$ cat src/hw/rtl/xy_stepper_move_controller_core_macros.svh
// Assertion macros shared by the stepper move controller RTL.
`ifndef XY_STEPPER_MOVE_CONTROLLER_CORE_MACROS_SVH
`define XY_STEPPER_MOVE_CONTROLLER_CORE_MACROS_SVH

// Same-cycle implication, sampled on clk_i, off while rst_ni is low.
`define XYSMC_ASSERT_IMP(lbl, ante, cons, msg) \
  lbl: assert property (@(posedge clk_i) disable iff (!rst_ni) (ante) |-> (cons)) \
    else $error(msg);

// Next-cycle implication, sampled on clk_i, off while rst_ni is low.
`define XYSMC_ASSERT_NXT(lbl, ante, cons, msg) \
  lbl: assert property (@(posedge clk_i) disable iff (!rst_ni) (ante) |=> (cons)) \
    else $error(msg);

`endif

$ cat src/hw/rtl/xysmc_pkg.sv
// Types, constants and helpers shared by the stepper move controller.
`timescale 1ns / 1ps
package xysmc_pkg;

  localparam int unsigned POS_WIDTH_DEF   = 20;
  localparam int unsigned QUEUE_DEPTH_DEF = 4;
  localparam int unsigned LIMIT_W         = 20;
  localparam int unsigned SPU_W           = 24;
  localparam int unsigned TARGET_W        = 20;
  localparam int unsigned OUT_POS_W       = 20;
  localparam int unsigned FRAC_BITS       = 16;
  localparam int unsigned CFG_IDX_W       = 2;
  localparam int unsigned CFG_DATA_W      = 24;
  localparam int unsigned IN_TDATA_W      = 48;
  localparam int unsigned IN_TUSER_W      = 2;
  localparam int unsigned OUT_TDATA_W     = 48;

  localparam logic [LIMIT_W-1:0] LIMIT_RST = 20'd10000;
  localparam logic [SPU_W-1:0]   SPU_RST   = 24'd25600;

  localparam logic [CFG_IDX_W-1:0] REG_X_LIMIT = 2'd0;
  localparam logic [CFG_IDX_W-1:0] REG_Y_LIMIT = 2'd1;
  localparam logic [CFG_IDX_W-1:0] REG_SPU     = 2'd2;

  typedef enum logic [1:0] {
    OP_TICK = 2'd0,
    OP_MOVE = 2'd1,
    OP_HOME = 2'd2
  } op_e;

  typedef enum logic [1:0] {
    KIND_TICK,
    KIND_MOVE,
    KIND_HOME,
    KIND_NONE
  } kind_e;

  typedef enum logic [1:0] {
    MODE_IDLE,
    MODE_MOVE,
    MODE_HOME_Y,
    MODE_HOME_X
  } mode_e;

  typedef struct packed {
    kind_e kind;
    logic  x_switch;
    logic  y_switch;
  } cmd_t;

  typedef struct packed {
    logic rejected;
    logic busy;
    logic y_dir;
    logic x_dir;
    logic y_step;
    logic x_step;
  } status_t;

  // Limit clipped to the largest position a pw-bit counter can hold.
  function automatic logic [LIMIT_W-1:0] sat_limit(input logic [LIMIT_W-1:0] lim,
                                                   input int unsigned pw);
    logic [LIMIT_W-1:0] cap;
    cap = '1;
    if (pw < LIMIT_W) begin
      cap = (LIMIT_W'(1) << pw) - LIMIT_W'(1);
    end
    return (lim > cap) ? cap : lim;
  endfunction

endpackage

$ cat src/hw/rtl/xysmc_front.sv
// Front end: accepts beats, classifies the op and scales move targets to steps.
`timescale 1ns / 1ps
module xysmc_front
  import xysmc_pkg::*;
#(
  parameter int unsigned PosWidth = POS_WIDTH_DEF
) (
  input  logic                       clk_i,
  input  logic                       rst_ni,
  input  logic                       in_valid_i,
  output logic                       in_ready_o,
  input  logic [1:0]                 op_i,
  input  logic signed [TARGET_W-1:0] target_x_i,
  input  logic signed [TARGET_W-1:0] target_y_i,
  input  logic                       x_switch_i,
  input  logic                       y_switch_i,
  input  logic [LIMIT_W-1:0]         x_limit_i,
  input  logic [LIMIT_W-1:0]         y_limit_i,
  input  logic [SPU_W-1:0]           spu_i,
  input  logic                       full_i,
  output logic                       push_o,
  output cmd_t                       cmd_o,
  output logic [PosWidth-1:0]        steps_x_o,
  output logic [PosWidth-1:0]        steps_y_o
);

  localparam int unsigned MagW  = TARGET_W - 1;
  localparam int unsigned ProdW = MagW + SPU_W;
  localparam int unsigned StepW = ProdW - FRAC_BITS;
  localparam logic [ProdW-1:0] RoundHalf = ProdW'(1) << (FRAC_BITS - 1);

  logic              valid_q;
  cmd_t              cmd_q;
  cmd_t              cmd_d;
  logic [ProdW-1:0]  prod_x_q, prod_y_q;
  logic [MagW-1:0]   mag_x, mag_y;
  logic              load;

  function automatic logic [PosWidth-1:0] scale_axis(input logic [ProdW-1:0] prod,
                                                     input logic [LIMIT_W-1:0] lim);
    logic [ProdW-1:0] sum;
    logic [StepW-1:0] steps;
    logic [StepW-1:0] lim_w;
    sum   = prod + RoundHalf;
    steps = sum[ProdW-1:FRAC_BITS];
    lim_w = StepW'(sat_limit(lim, PosWidth));
    if (steps > lim_w) begin
      steps = lim_w;
    end
    return PosWidth'(steps);
  endfunction

  // negative targets scale to zero
  assign mag_x = target_x_i[TARGET_W-1] ? '0 : target_x_i[MagW-1:0];
  assign mag_y = target_y_i[TARGET_W-1] ? '0 : target_y_i[MagW-1:0];

  always_comb begin
    cmd_d.x_switch = x_switch_i;
    cmd_d.y_switch = y_switch_i;
    case (op_i)
      OP_TICK: cmd_d.kind = KIND_TICK;
      OP_MOVE: cmd_d.kind = KIND_MOVE;
      OP_HOME: cmd_d.kind = KIND_HOME;
      default: cmd_d.kind = KIND_NONE;
    endcase
  end

  assign in_ready_o = !valid_q || !full_i;
  assign load       = in_valid_i && in_ready_o;
  assign push_o     = valid_q && !full_i;

  always_ff @(posedge clk_i or negedge rst_ni) begin
    if (!rst_ni) begin
      valid_q <= 1'b0;
    end else begin
      valid_q <= load || (valid_q && !push_o);
    end
  end

  always_ff @(posedge clk_i) begin
    if (load) begin
      cmd_q    <= cmd_d;
      prod_x_q <= ProdW'(mag_x) * ProdW'(spu_i);
      prod_y_q <= ProdW'(mag_y) * ProdW'(spu_i);
    end
  end

  assign cmd_o     = cmd_q;
  assign steps_x_o = scale_axis(prod_x_q, x_limit_i);
  assign steps_y_o = scale_axis(prod_y_q, y_limit_i);

endmodule

$ cat src/hw/rtl/xysmc_queue.sv
// Small FIFO between the front end and the motion back end.
`timescale 1ns / 1ps
module xysmc_queue
  import xysmc_pkg::*;
#(
  parameter int unsigned Width = 8,
  parameter int unsigned Depth = QUEUE_DEPTH_DEF
) (
  input  logic             clk_i,
  input  logic             rst_ni,
  input  logic             push_i,
  input  logic [Width-1:0] data_i,
  output logic             full_o,
  input  logic             pop_i,
  output logic             valid_o,
  output logic [Width-1:0] data_o
);

`include "xy_stepper_move_controller_core_macros.svh"

  localparam int unsigned PtrW = (Depth > 1) ? $clog2(Depth) : 1;
  localparam int unsigned CntW = $clog2(Depth + 1);
  localparam logic [PtrW-1:0] LastPtr = PtrW'(Depth - 1);
  localparam logic [CntW-1:0] FullCnt = CntW'(Depth);

  logic [Width-1:0] mem_q [Depth];
  logic [PtrW-1:0]  wr_ptr_q, rd_ptr_q;
  logic [CntW-1:0]  count_q;

  assign full_o  = (count_q == FullCnt);
  assign valid_o = (count_q != '0);
  assign data_o  = mem_q[rd_ptr_q];

  always_ff @(posedge clk_i or negedge rst_ni) begin
    if (!rst_ni) begin
      wr_ptr_q <= '0;
      rd_ptr_q <= '0;
      count_q  <= '0;
    end else begin
      if (push_i) begin
        wr_ptr_q <= (wr_ptr_q == LastPtr) ? '0 : wr_ptr_q + 1'b1;
      end
      if (pop_i) begin
        rd_ptr_q <= (rd_ptr_q == LastPtr) ? '0 : rd_ptr_q + 1'b1;
      end
      if (push_i && !pop_i) begin
        count_q <= count_q + 1'b1;
      end else if (!push_i && pop_i) begin
        count_q <= count_q - 1'b1;
      end
    end
  end

  always_ff @(posedge clk_i) begin
    if (push_i) begin
      mem_q[wr_ptr_q] <= data_i;
    end
  end

  `XYSMC_ASSERT_IMP(a_no_pop_empty, pop_i, valid_o, "pop from empty queue")
  `XYSMC_ASSERT_NXT(a_count_up, push_i && !pop_i, count_q == $past(count_q) + 1'b1, "count lost a push")

endmodule

$ cat src/hw/rtl/xysmc_back.sv
// Back end: motion state machine, step generation and the output register.
`timescale 1ns / 1ps
module xysmc_back
  import xysmc_pkg::*;
#(
  parameter int unsigned PosWidth = POS_WIDTH_DEF
) (
  input  logic                 clk_i,
  input  logic                 rst_ni,
  input  logic                 q_valid_i,
  input  cmd_t                 cmd_i,
  input  logic [PosWidth-1:0]  steps_x_i,
  input  logic [PosWidth-1:0]  steps_y_i,
  input  logic [LIMIT_W-1:0]   x_limit_i,
  input  logic [LIMIT_W-1:0]   y_limit_i,
  output logic                 pop_o,
  output logic                 out_valid_o,
  input  logic                 out_ready_i,
  output status_t              status_o,
  output logic [OUT_POS_W-1:0] pos_x_o,
  output logic [OUT_POS_W-1:0] pos_y_o
);

`include "xy_stepper_move_controller_core_macros.svh"

  mode_e               mode_q, mode_d;
  logic [PosWidth-1:0] cur_x_q, cur_x_d, cur_y_q, cur_y_d;
  logic [PosWidth-1:0] left_x_q, left_x_d, left_y_q, left_y_d;
  logic                dir_x_q, dir_x_d, dir_y_q, dir_y_d;
  logic                turn_q, turn_d;
  logic                xs, ys, rej, do_x;
  logic                fire;
  logic [PosWidth-1:0] lim_x, lim_y;
  logic                fwd_x, fwd_y;
  logic [PosWidth-1:0] dist_x, dist_y;
  logic                out_valid_q;
  status_t             status_q;
  logic [OUT_POS_W-1:0] pos_x_q, pos_y_q;

  assign fire  = q_valid_i && (!out_valid_q || out_ready_i);
  assign pop_o = fire;

  assign lim_x  = PosWidth'(sat_limit(x_limit_i, PosWidth));
  assign lim_y  = PosWidth'(sat_limit(y_limit_i, PosWidth));
  assign fwd_x  = steps_x_i > cur_x_q;
  assign fwd_y  = steps_y_i > cur_y_q;
  assign dist_x = fwd_x ? steps_x_i - cur_x_q : cur_x_q - steps_x_i;
  assign dist_y = fwd_y ? steps_y_i - cur_y_q : cur_y_q - steps_y_i;
  assign do_x   = (left_x_q != '0 && left_y_q != '0) ? !turn_q : (left_x_q != '0);

  always_comb begin
    mode_d   = mode_q;
    cur_x_d  = cur_x_q;
    cur_y_d  = cur_y_q;
    left_x_d = left_x_q;
    left_y_d = left_y_q;
    dir_x_d  = dir_x_q;
    dir_y_d  = dir_y_q;
    turn_d   = turn_q;
    xs       = 1'b0;
    ys       = 1'b0;
    rej      = 1'b0;
    case (cmd_i.kind)
      KIND_MOVE, KIND_HOME: begin
        if (mode_q != MODE_IDLE) begin
          rej = 1'b1;
        end else if (cmd_i.kind == KIND_MOVE) begin
          cur_x_d  = steps_x_i;
          cur_y_d  = steps_y_i;
          left_x_d = dist_x;
          left_y_d = dist_y;
          dir_x_d  = fwd_x;
          dir_y_d  = fwd_y;
          turn_d   = 1'b0;
          mode_d   = (dist_x != '0 || dist_y != '0) ? MODE_MOVE : MODE_IDLE;
        end else begin
          dir_x_d = 1'b1;
          dir_y_d = 1'b1;
          mode_d  = MODE_HOME_Y;
        end
      end
      KIND_TICK: begin
        case (mode_q)
          MODE_MOVE: begin
            if (do_x) begin
              xs       = 1'b1;
              left_x_d = left_x_q - 1'b1;
              turn_d   = 1'b1;
            end else if (left_y_q != '0) begin
              ys       = 1'b1;
              left_y_d = left_y_q - 1'b1;
              turn_d   = 1'b0;
            end
            if (left_x_d == '0 && left_y_d == '0) begin
              mode_d = MODE_IDLE;
            end
          end
          MODE_HOME_Y: begin
            if (cmd_i.y_switch) begin
              dir_y_d = 1'b1;
              ys      = 1'b1;
            end else begin
              mode_d = MODE_HOME_X;
            end
          end
          MODE_HOME_X: begin
            if (cmd_i.x_switch) begin
              dir_x_d = 1'b1;
              xs      = 1'b1;
            end else begin
              // homed: position is the limits, run back to the origin
              cur_x_d  = '0;
              cur_y_d  = '0;
              left_x_d = lim_x;
              left_y_d = lim_y;
              dir_x_d  = 1'b0;
              dir_y_d  = 1'b0;
              turn_d   = 1'b0;
              mode_d   = (lim_x != '0 || lim_y != '0) ? MODE_MOVE : MODE_IDLE;
            end
          end
          default: ;
        endcase
      end
      default: ;
    endcase
  end

  always_ff @(posedge clk_i or negedge rst_ni) begin
    if (!rst_ni) begin
      mode_q <= MODE_IDLE;
    end else if (fire) begin
      mode_q <= mode_d;
    end
  end

  always_ff @(posedge clk_i or negedge rst_ni) begin
    if (!rst_ni) begin
      cur_x_q  <= '0;
      cur_y_q  <= '0;
      left_x_q <= '0;
      left_y_q <= '0;
      dir_x_q  <= 1'b0;
      dir_y_q  <= 1'b0;
      turn_q   <= 1'b0;
    end else if (fire) begin
      cur_x_q  <= cur_x_d;
      cur_y_q  <= cur_y_d;
      left_x_q <= left_x_d;
      left_y_q <= left_y_d;
      dir_x_q  <= dir_x_d;
      dir_y_q  <= dir_y_d;
      turn_q   <= turn_d;
    end
  end

  always_ff @(posedge clk_i or negedge rst_ni) begin
    if (!rst_ni) begin
      out_valid_q <= 1'b0;
    end else if (fire) begin
      out_valid_q <= 1'b1;
    end else if (out_ready_i) begin
      out_valid_q <= 1'b0;
    end
  end

  always_ff @(posedge clk_i) begin
    if (fire) begin
      status_q.x_step   <= xs;
      status_q.y_step   <= ys;
      status_q.x_dir    <= dir_x_d;
      status_q.y_dir    <= dir_y_d;
      status_q.busy     <= (mode_d != MODE_IDLE);
      status_q.rejected <= rej;
      pos_x_q           <= OUT_POS_W'(cur_x_d);
      pos_y_q           <= OUT_POS_W'(cur_y_d);
    end
  end

  assign out_valid_o = out_valid_q;
  assign status_o    = status_q;
  assign pos_x_o     = pos_x_q;
  assign pos_y_o     = pos_y_q;

  `XYSMC_ASSERT_IMP(a_one_axis_per_beat, fire, !(xs && ys), "both axes stepped in one beat")
  `XYSMC_ASSERT_IMP(a_idle_no_steps_left, mode_q == MODE_IDLE, left_x_q == '0 && left_y_q == '0, "idle with steps left")
  `XYSMC_ASSERT_IMP(a_reject_when_busy, out_valid_q && status_q.rejected, status_q.busy, "reject while not busy")
  `XYSMC_ASSERT_NXT(a_reject_holds_mode, fire && rej, mode_q == $past(mode_q), "rejected beat changed mode")

endmodule

$ cat src/hw/rtl/xy_stepper_move_controller_core.sv
// Two-axis stepper move controller with homing: top level.
//
// One input beat gives exactly one output beat, in order. The block sustains
// one beat per clock on both sides while m_axis_tready is high; a beat runs
// through the input register (target multiply), the front/back queue (round
// and clamp on write) and the motion back end into the output register. The
// once-per-beat update of the motion state in the back end sets this rate.
// tuser carries the op (0 tick, 1 move, 2 home, 3 ignored). Configuration is
// to be written through cfg_* only while no beat is in flight; the block does
// not enforce this. Index 0 X limit, 1 Y limit, 2 steps per unit (Q8.16).
`timescale 1ns / 1ps
module xy_stepper_move_controller_core
  import xysmc_pkg::*;
#(
  parameter int unsigned PosWidth   = POS_WIDTH_DEF,
  parameter int unsigned QueueDepth = QUEUE_DEPTH_DEF
) (
  input  logic                   clk_i,
  input  logic                   rst_ni,
  input  logic                   s_axis_tvalid,
  output logic                   s_axis_tready,
  // target_x[19:0], target_y[39:20], x_switch[40], y_switch[41], zero pad
  input  logic [IN_TDATA_W-1:0]  s_axis_tdata,
  // op[1:0]
  input  logic [IN_TUSER_W-1:0]  s_axis_tuser,
  output logic                   m_axis_tvalid,
  input  logic                   m_axis_tready,
  // x_step[0], y_step[1], x_dir[2], y_dir[3], busy_res[4], rejected[5],
  // pos_x[25:6], pos_y[45:26], zero pad
  output logic [OUT_TDATA_W-1:0] m_axis_tdata,
  input  logic                   cfg_we_i,
  input  logic [CFG_IDX_W-1:0]   cfg_idx_i,
  input  logic [CFG_DATA_W-1:0]  cfg_data_i
);

  localparam int unsigned QueueW = $bits(cmd_t) + 2 * PosWidth;
  localparam int unsigned PadW   = OUT_TDATA_W - $bits(status_t) - 2 * OUT_POS_W;

  logic [LIMIT_W-1:0]  x_limit_q, y_limit_q;
  logic [SPU_W-1:0]    spu_q;

  logic signed [TARGET_W-1:0] target_x, target_y;
  logic                push, full, pop, q_valid;
  cmd_t                f_cmd, b_cmd;
  logic [PosWidth-1:0] f_steps_x, f_steps_y, b_steps_x, b_steps_y;
  logic [QueueW-1:0]   q_wdata, q_rdata;
  status_t             status;
  logic [OUT_POS_W-1:0] pos_x, pos_y;

  always_ff @(posedge clk_i or negedge rst_ni) begin
    if (!rst_ni) begin
      x_limit_q <= LIMIT_RST;
      y_limit_q <= LIMIT_RST;
      spu_q     <= SPU_RST;
    end else if (cfg_we_i) begin
      case (cfg_idx_i)
        REG_X_LIMIT: x_limit_q <= cfg_data_i[LIMIT_W-1:0];
        REG_Y_LIMIT: y_limit_q <= cfg_data_i[LIMIT_W-1:0];
        REG_SPU:     spu_q     <= cfg_data_i[SPU_W-1:0];
        default: ;
      endcase
    end
  end

  assign target_x = s_axis_tdata[TARGET_W-1:0];
  assign target_y = s_axis_tdata[2*TARGET_W-1:TARGET_W];

  xysmc_front #(
    .PosWidth (PosWidth)
  ) u_front (
    .clk_i      (clk_i),
    .rst_ni     (rst_ni),
    .in_valid_i (s_axis_tvalid),
    .in_ready_o (s_axis_tready),
    .op_i       (s_axis_tuser[1:0]),
    .target_x_i (target_x),
    .target_y_i (target_y),
    .x_switch_i (s_axis_tdata[2*TARGET_W]),
    .y_switch_i (s_axis_tdata[2*TARGET_W+1]),
    .x_limit_i  (x_limit_q),
    .y_limit_i  (y_limit_q),
    .spu_i      (spu_q),
    .full_i     (full),
    .push_o     (push),
    .cmd_o      (f_cmd),
    .steps_x_o  (f_steps_x),
    .steps_y_o  (f_steps_y)
  );

  assign q_wdata = {f_cmd, f_steps_y, f_steps_x};

  xysmc_queue #(
    .Width (QueueW),
    .Depth (QueueDepth)
  ) u_queue (
    .clk_i   (clk_i),
    .rst_ni  (rst_ni),
    .push_i  (push),
    .data_i  (q_wdata),
    .full_o  (full),
    .pop_i   (pop),
    .valid_o (q_valid),
    .data_o  (q_rdata)
  );

  assign {b_cmd, b_steps_y, b_steps_x} = q_rdata;

  xysmc_back #(
    .PosWidth (PosWidth)
  ) u_back (
    .clk_i       (clk_i),
    .rst_ni      (rst_ni),
    .q_valid_i   (q_valid),
    .cmd_i       (b_cmd),
    .steps_x_i   (b_steps_x),
    .steps_y_i   (b_steps_y),
    .x_limit_i   (x_limit_q),
    .y_limit_i   (y_limit_q),
    .pop_o       (pop),
    .out_valid_o (m_axis_tvalid),
    .out_ready_i (m_axis_tready),
    .status_o    (status),
    .pos_x_o     (pos_x),
    .pos_y_o     (pos_y)
  );

  assign m_axis_tdata = {{PadW{1'b0}}, pos_y, pos_x, status};

endmodule
$ cat config.mk
export PLATFORM = sky130hd
export DESIGN_NAME = xy_stepper_move_controller_core
export DESIGN_NICKNAME = d
export VERILOG_FILES = /design/src/hw/rtl/xysmc_pkg.sv /design/src/hw/rtl/xysmc_front.sv /design/src/hw/rtl/xysmc_queue.sv /design/src/hw/rtl/xysmc_back.sv /design/src/hw/rtl/xy_stepper_move_controller_core.sv
export VERILOG_INCLUDE_DIRS = /design/src /design/src/hw/rtl
export SDC_FILE = /design/constraint.sdc
export NUM_CORES = 2
export LEC_CHECK = 0
export ABC_CLOCK_PERIOD_IN_PS = 7900
export BUFFER_PORTS_ARGS = -buffer_cell sky130_fd_sc_hd__buf_2
export CAP_MARGIN = 20
export CORE_ASPECT_RATIO = 0.9
export CORE_MARGIN = 3
export CORE_UTILIZATION = 30
export CTS_CLUSTER_DIAMETER = 50
export DETAILED_ROUTE_END_ITERATION = 6
export PLACE_DENSITY_LB_ADDON = 0.08
export SLEW_MARGIN = 20
export SYNTH_ARGS = -nofsm -noshare
export SYNTH_HDL_FRONTEND = slang
export SYNTH_HIERARCHICAL = 1
export SYNTH_SLANG_ARGS = --single-unit
$ cat constraint.sdc
create_clock -name clk_i -period 7.9 [get_ports clk_i]
set_clock_uncertainty 0.2 [all_clocks]
set_input_delay 1.185 -clock clk_i [delete_from_list [all_inputs] [get_ports clk_i]]
set_output_delay 1.185 -clock clk_i [all_outputs]
set_load 0.05 [all_outputs]
==> run_results.csv <==
group,metric,value,unit
setup_path,crit_fanout,11,
synthesis,netlist_area,0.05463,mm²
synthesis,async_flop_share,0.3591,
clocking,clk_latency,660,ps
sta,finalSetupViolCount,0,
sta,fin_crit_sh,0.9490,
floorplanning,initial_core_util,0.3040,
global_route,grt_usage,0.1842,
sta,whs,283.0,ps
global_route,gr-max-usage-layer,"met2",
setup_path,critPathBufInv,9,
setup_path,path_delay_family,"adder cells",
floorplanning,fp.dieW,455.8,µm
synthesis,netlist_top_cells_count,"1071 x inv_1, 749 x fa_1, 708 x nand2_1, 478 x and2_1, 384 x ha_1",
global_route,global_route.usage.met3,0.01880,
synthesis,synth_area_leaders,"fa_1 27%, edfxtp_1 16%, ha_1 8.8%, inv_1 7.4%, dfrtp_1 6.6%",
layout,syn_to_final_growth,14.15,%
sta,tightestPinTransition,1129,ps
clocking,numCtsBuffers,77,
flow_run,max_cap_viol_count,0,
setup_path,slowest_stage,"fa_1",
route,first_pass_iters,6,
setup_path,cp-start-kind,"input port",
clocking,htreeDepth,3,
synthesis,ys_types,111,
place,routabilityCongestion,0.8351,
outcome,outcome,"complete, no violations",
global_route,grt_antenna_before_repair,13,
setup_path,rr_endpoint,"u_front/prod_x_q[36]",
route,wl_per_cell,20.49,µm
synthesis,syn_area_per_cell,9.632,µm²
floorplanning,rows,147,
place,dp.cells,8169,
synthesis,ys.flop_type,"edfxtp_1",
global_route,grt_start_max_net_pins,79,
setup_path,arrival,7670,ps
clocking,clockBufferDepth,3,
setup_path,reg2reg_slack,640,ps
clocking,clk_pin_slew,60,ps
route,wirelength,170.3,mm
synthesis,synth_seq_area_share,0.2277,
floorplanning,core,0.1797,mm²
clocking,cts_sinks,440,
setup_path,critPathCaptureType,"register",
global_route,grt_pass1_vias,42100,
synthesis,synth_top_area_frac,0.2745,
place,place_hpwl,136.7,mm
clocking,cts_setup_buffers,0,
route,vias_per_cell,4.740,
setup_path,rr_startpoint,"spu_q[11]",
setup_path,crit_required,8080,ps
layout,drive_gt1_frac,0.1358,
synthesis,synth_edf_count,282,
setup_path,cp_common_cell,"fa_1",
synthesis,yosysTopAreaCell,"fa_1",
global_route,overflow,0,
global_route,grt_pass1_wl,265.7,mm
sta,relSlewSlack,0.2465,
floorplanning,ios,131,
layout,fin_cells,8314,
global_route,grtUsageMet1,0.2664,
layout,nets,7078,
setup_path,cpPeakStageDelay,560,ps
worst_hold_path,min_path_type,"reg -> reg",
route,drc,0,
synthesis,ys_warn_count,6,
sta,drv_slew,0,
worst_hold_path,holdPathEnd,"u_queue/count_q[2]",
layout,fill_cells,18550,
route,vias,39410,
sta,hold_viol,0,
route,ant_nets,0,
global_route,grt_use_met2,0.3010,
synthesis,syn_inst,5672,
place,io_buffers,122,
synthesis,synth_most_common_cell,"inv_1",
clocking,cts-root-buf,"clkbuf_16",
clocking,cts_tree,"built",
sta,fmax,133.4,MHz
setup_path,reg2reg_depth,21,
route,drtIter0Drc,2149,
floorplanning,die_h,410.8,µm
worst_hold_path,min-delay-start,"u_queue/count_q[2]",
worst_hold_path,whs_path_depth,1,
floorplanning,die_area,0.1873,mm²
sta,period_needed,7497,ps
synthesis,yosys_register_bits,440,
layout,final_util,0.3471,
setup_path,worstSetupPathType,"in -> reg",
==> final cells by class <==
cell class,count,area (µm²),area share
Antenna cell,1,2.502,0.00004013
Timing Repair Buffer,413,3246,0.05204
Clock buffer,93,2143,0.03437
Tap cell,2384,2983,0.04783
Clock inverter,51,541.8,0.008687
Inverter,1071,4020,0.06446
Multi-Input combinational cell,3861,36990,0.5931
Sequential cell,440,12440,0.1995
==> per-stage QoR <==
stage	setup WS, ps	instance area [µm²]	TNS (ps)
3_3_place_gp	-483.7	59640	-4451
5_1_grt	-48.79	62360	-48.79
3_5_place_dp	-446.7	59660	-4418
2_1_floorplan	44.99	54640	0
6_report	403.1	62360	0
4_1_cts	234.0	62340	0
==> layer usage <==
metal	wire [µm]	vias to the layer above
li1	-	18530
met1	84230	20110
met2	78260	645
met3	5513	117
met4	2255	8
met5	55	-
==> worst max path at each step <==
stage	to	cells after the start	start
final	u_front/prod_y_q[40]	28	s_axis_tdata[39]
after detailed placement	u_front/prod_y_q[39]	29	s_axis_tdata[39]
after CTS	u_front/prod_y_q[39]	29	s_axis_tdata[39]
after floorplan	u_front/prod_y_q[42]	26	s_axis_tdata[39]
after global placement	u_front/prod_y_q[39]	29	s_axis_tdata[39]
after global routing	u_front/prod_y_q[40]	28	s_axis_tdata[39]
==> flip-flops by register name, indices dropped and copies added (netlist names), 2 cells and up <==
signal            flops
u_back/mode_q         2
u_back/status_o       6
u_front/cmd_o         4
u_front/prod_y_q     28
u_queue/wr_ptr_q      2
u_back/cur_x_q       20
x_limit_q            20
u_queue/count_q       3
spu_q                24
u_back/left_y_q      20
y_limit_q            20
u_back/pos_y_o       20
u_front/prod_x_q     28
u_queue/rd_ptr_q      2
u_back/pos_x_o       20
u_back/cur_y_q       20
u_queue/mem_q       176
u_back/left_x_q      20
==> cell families (layout without fill, tap and decap cells) <==
family                     count (synthesis)  count (layout)  share of synthesized area
DFF                                      440             440                     0.2277
other                                      1               3                 0.00006864
and+or+nand+nor                         1727            1727                     0.1609
muxes                                    180             180                    0.04743
xor gates and xnor gates                 139             139                    0.02228
buffers and inverters                   1372            1628                    0.09759
adders and majority gates               1133            1133                     0.3624
AOI/OAI and AO/OA                        680             680                    0.08162
==> layout by cell type, fill, tap and decap left out, types with 19 or more instances in the layout <==
cell type,n
buf_2,121
nand2_1,708
a211oi_1,31
a21o_1,62
a21oi_1,143
nand2b_1,27
fa_1,749
buf_4,255
ha_1,382
mux2i_1,23
buf_12,35
nand3_1,59
dfrtp_1,143
nor2_1,136
and2_1,472
xor2_1,51
nor3_1,46
nand4_1,47
mux4_2,38
or3_1,19
mux2_4,20
o211ai_1,40
nor4_1,38
mux2_2,91
clkbuf_16,82
nor2b_2,24
xnor2_1,88
inv_1,1071
o21ai_0,197
edfxtp_1,282
nor2b_1,40
==> what timing repair did <==
action,4_1_cts,5_1_grt
setup endpoints to repair,0,5
resized for setup,0,4
hold buffers,0,0
Power is left out: the tool's default activity adds up to more than one toggle a clock period on the data nets, which glitch-free logic cannot reach.
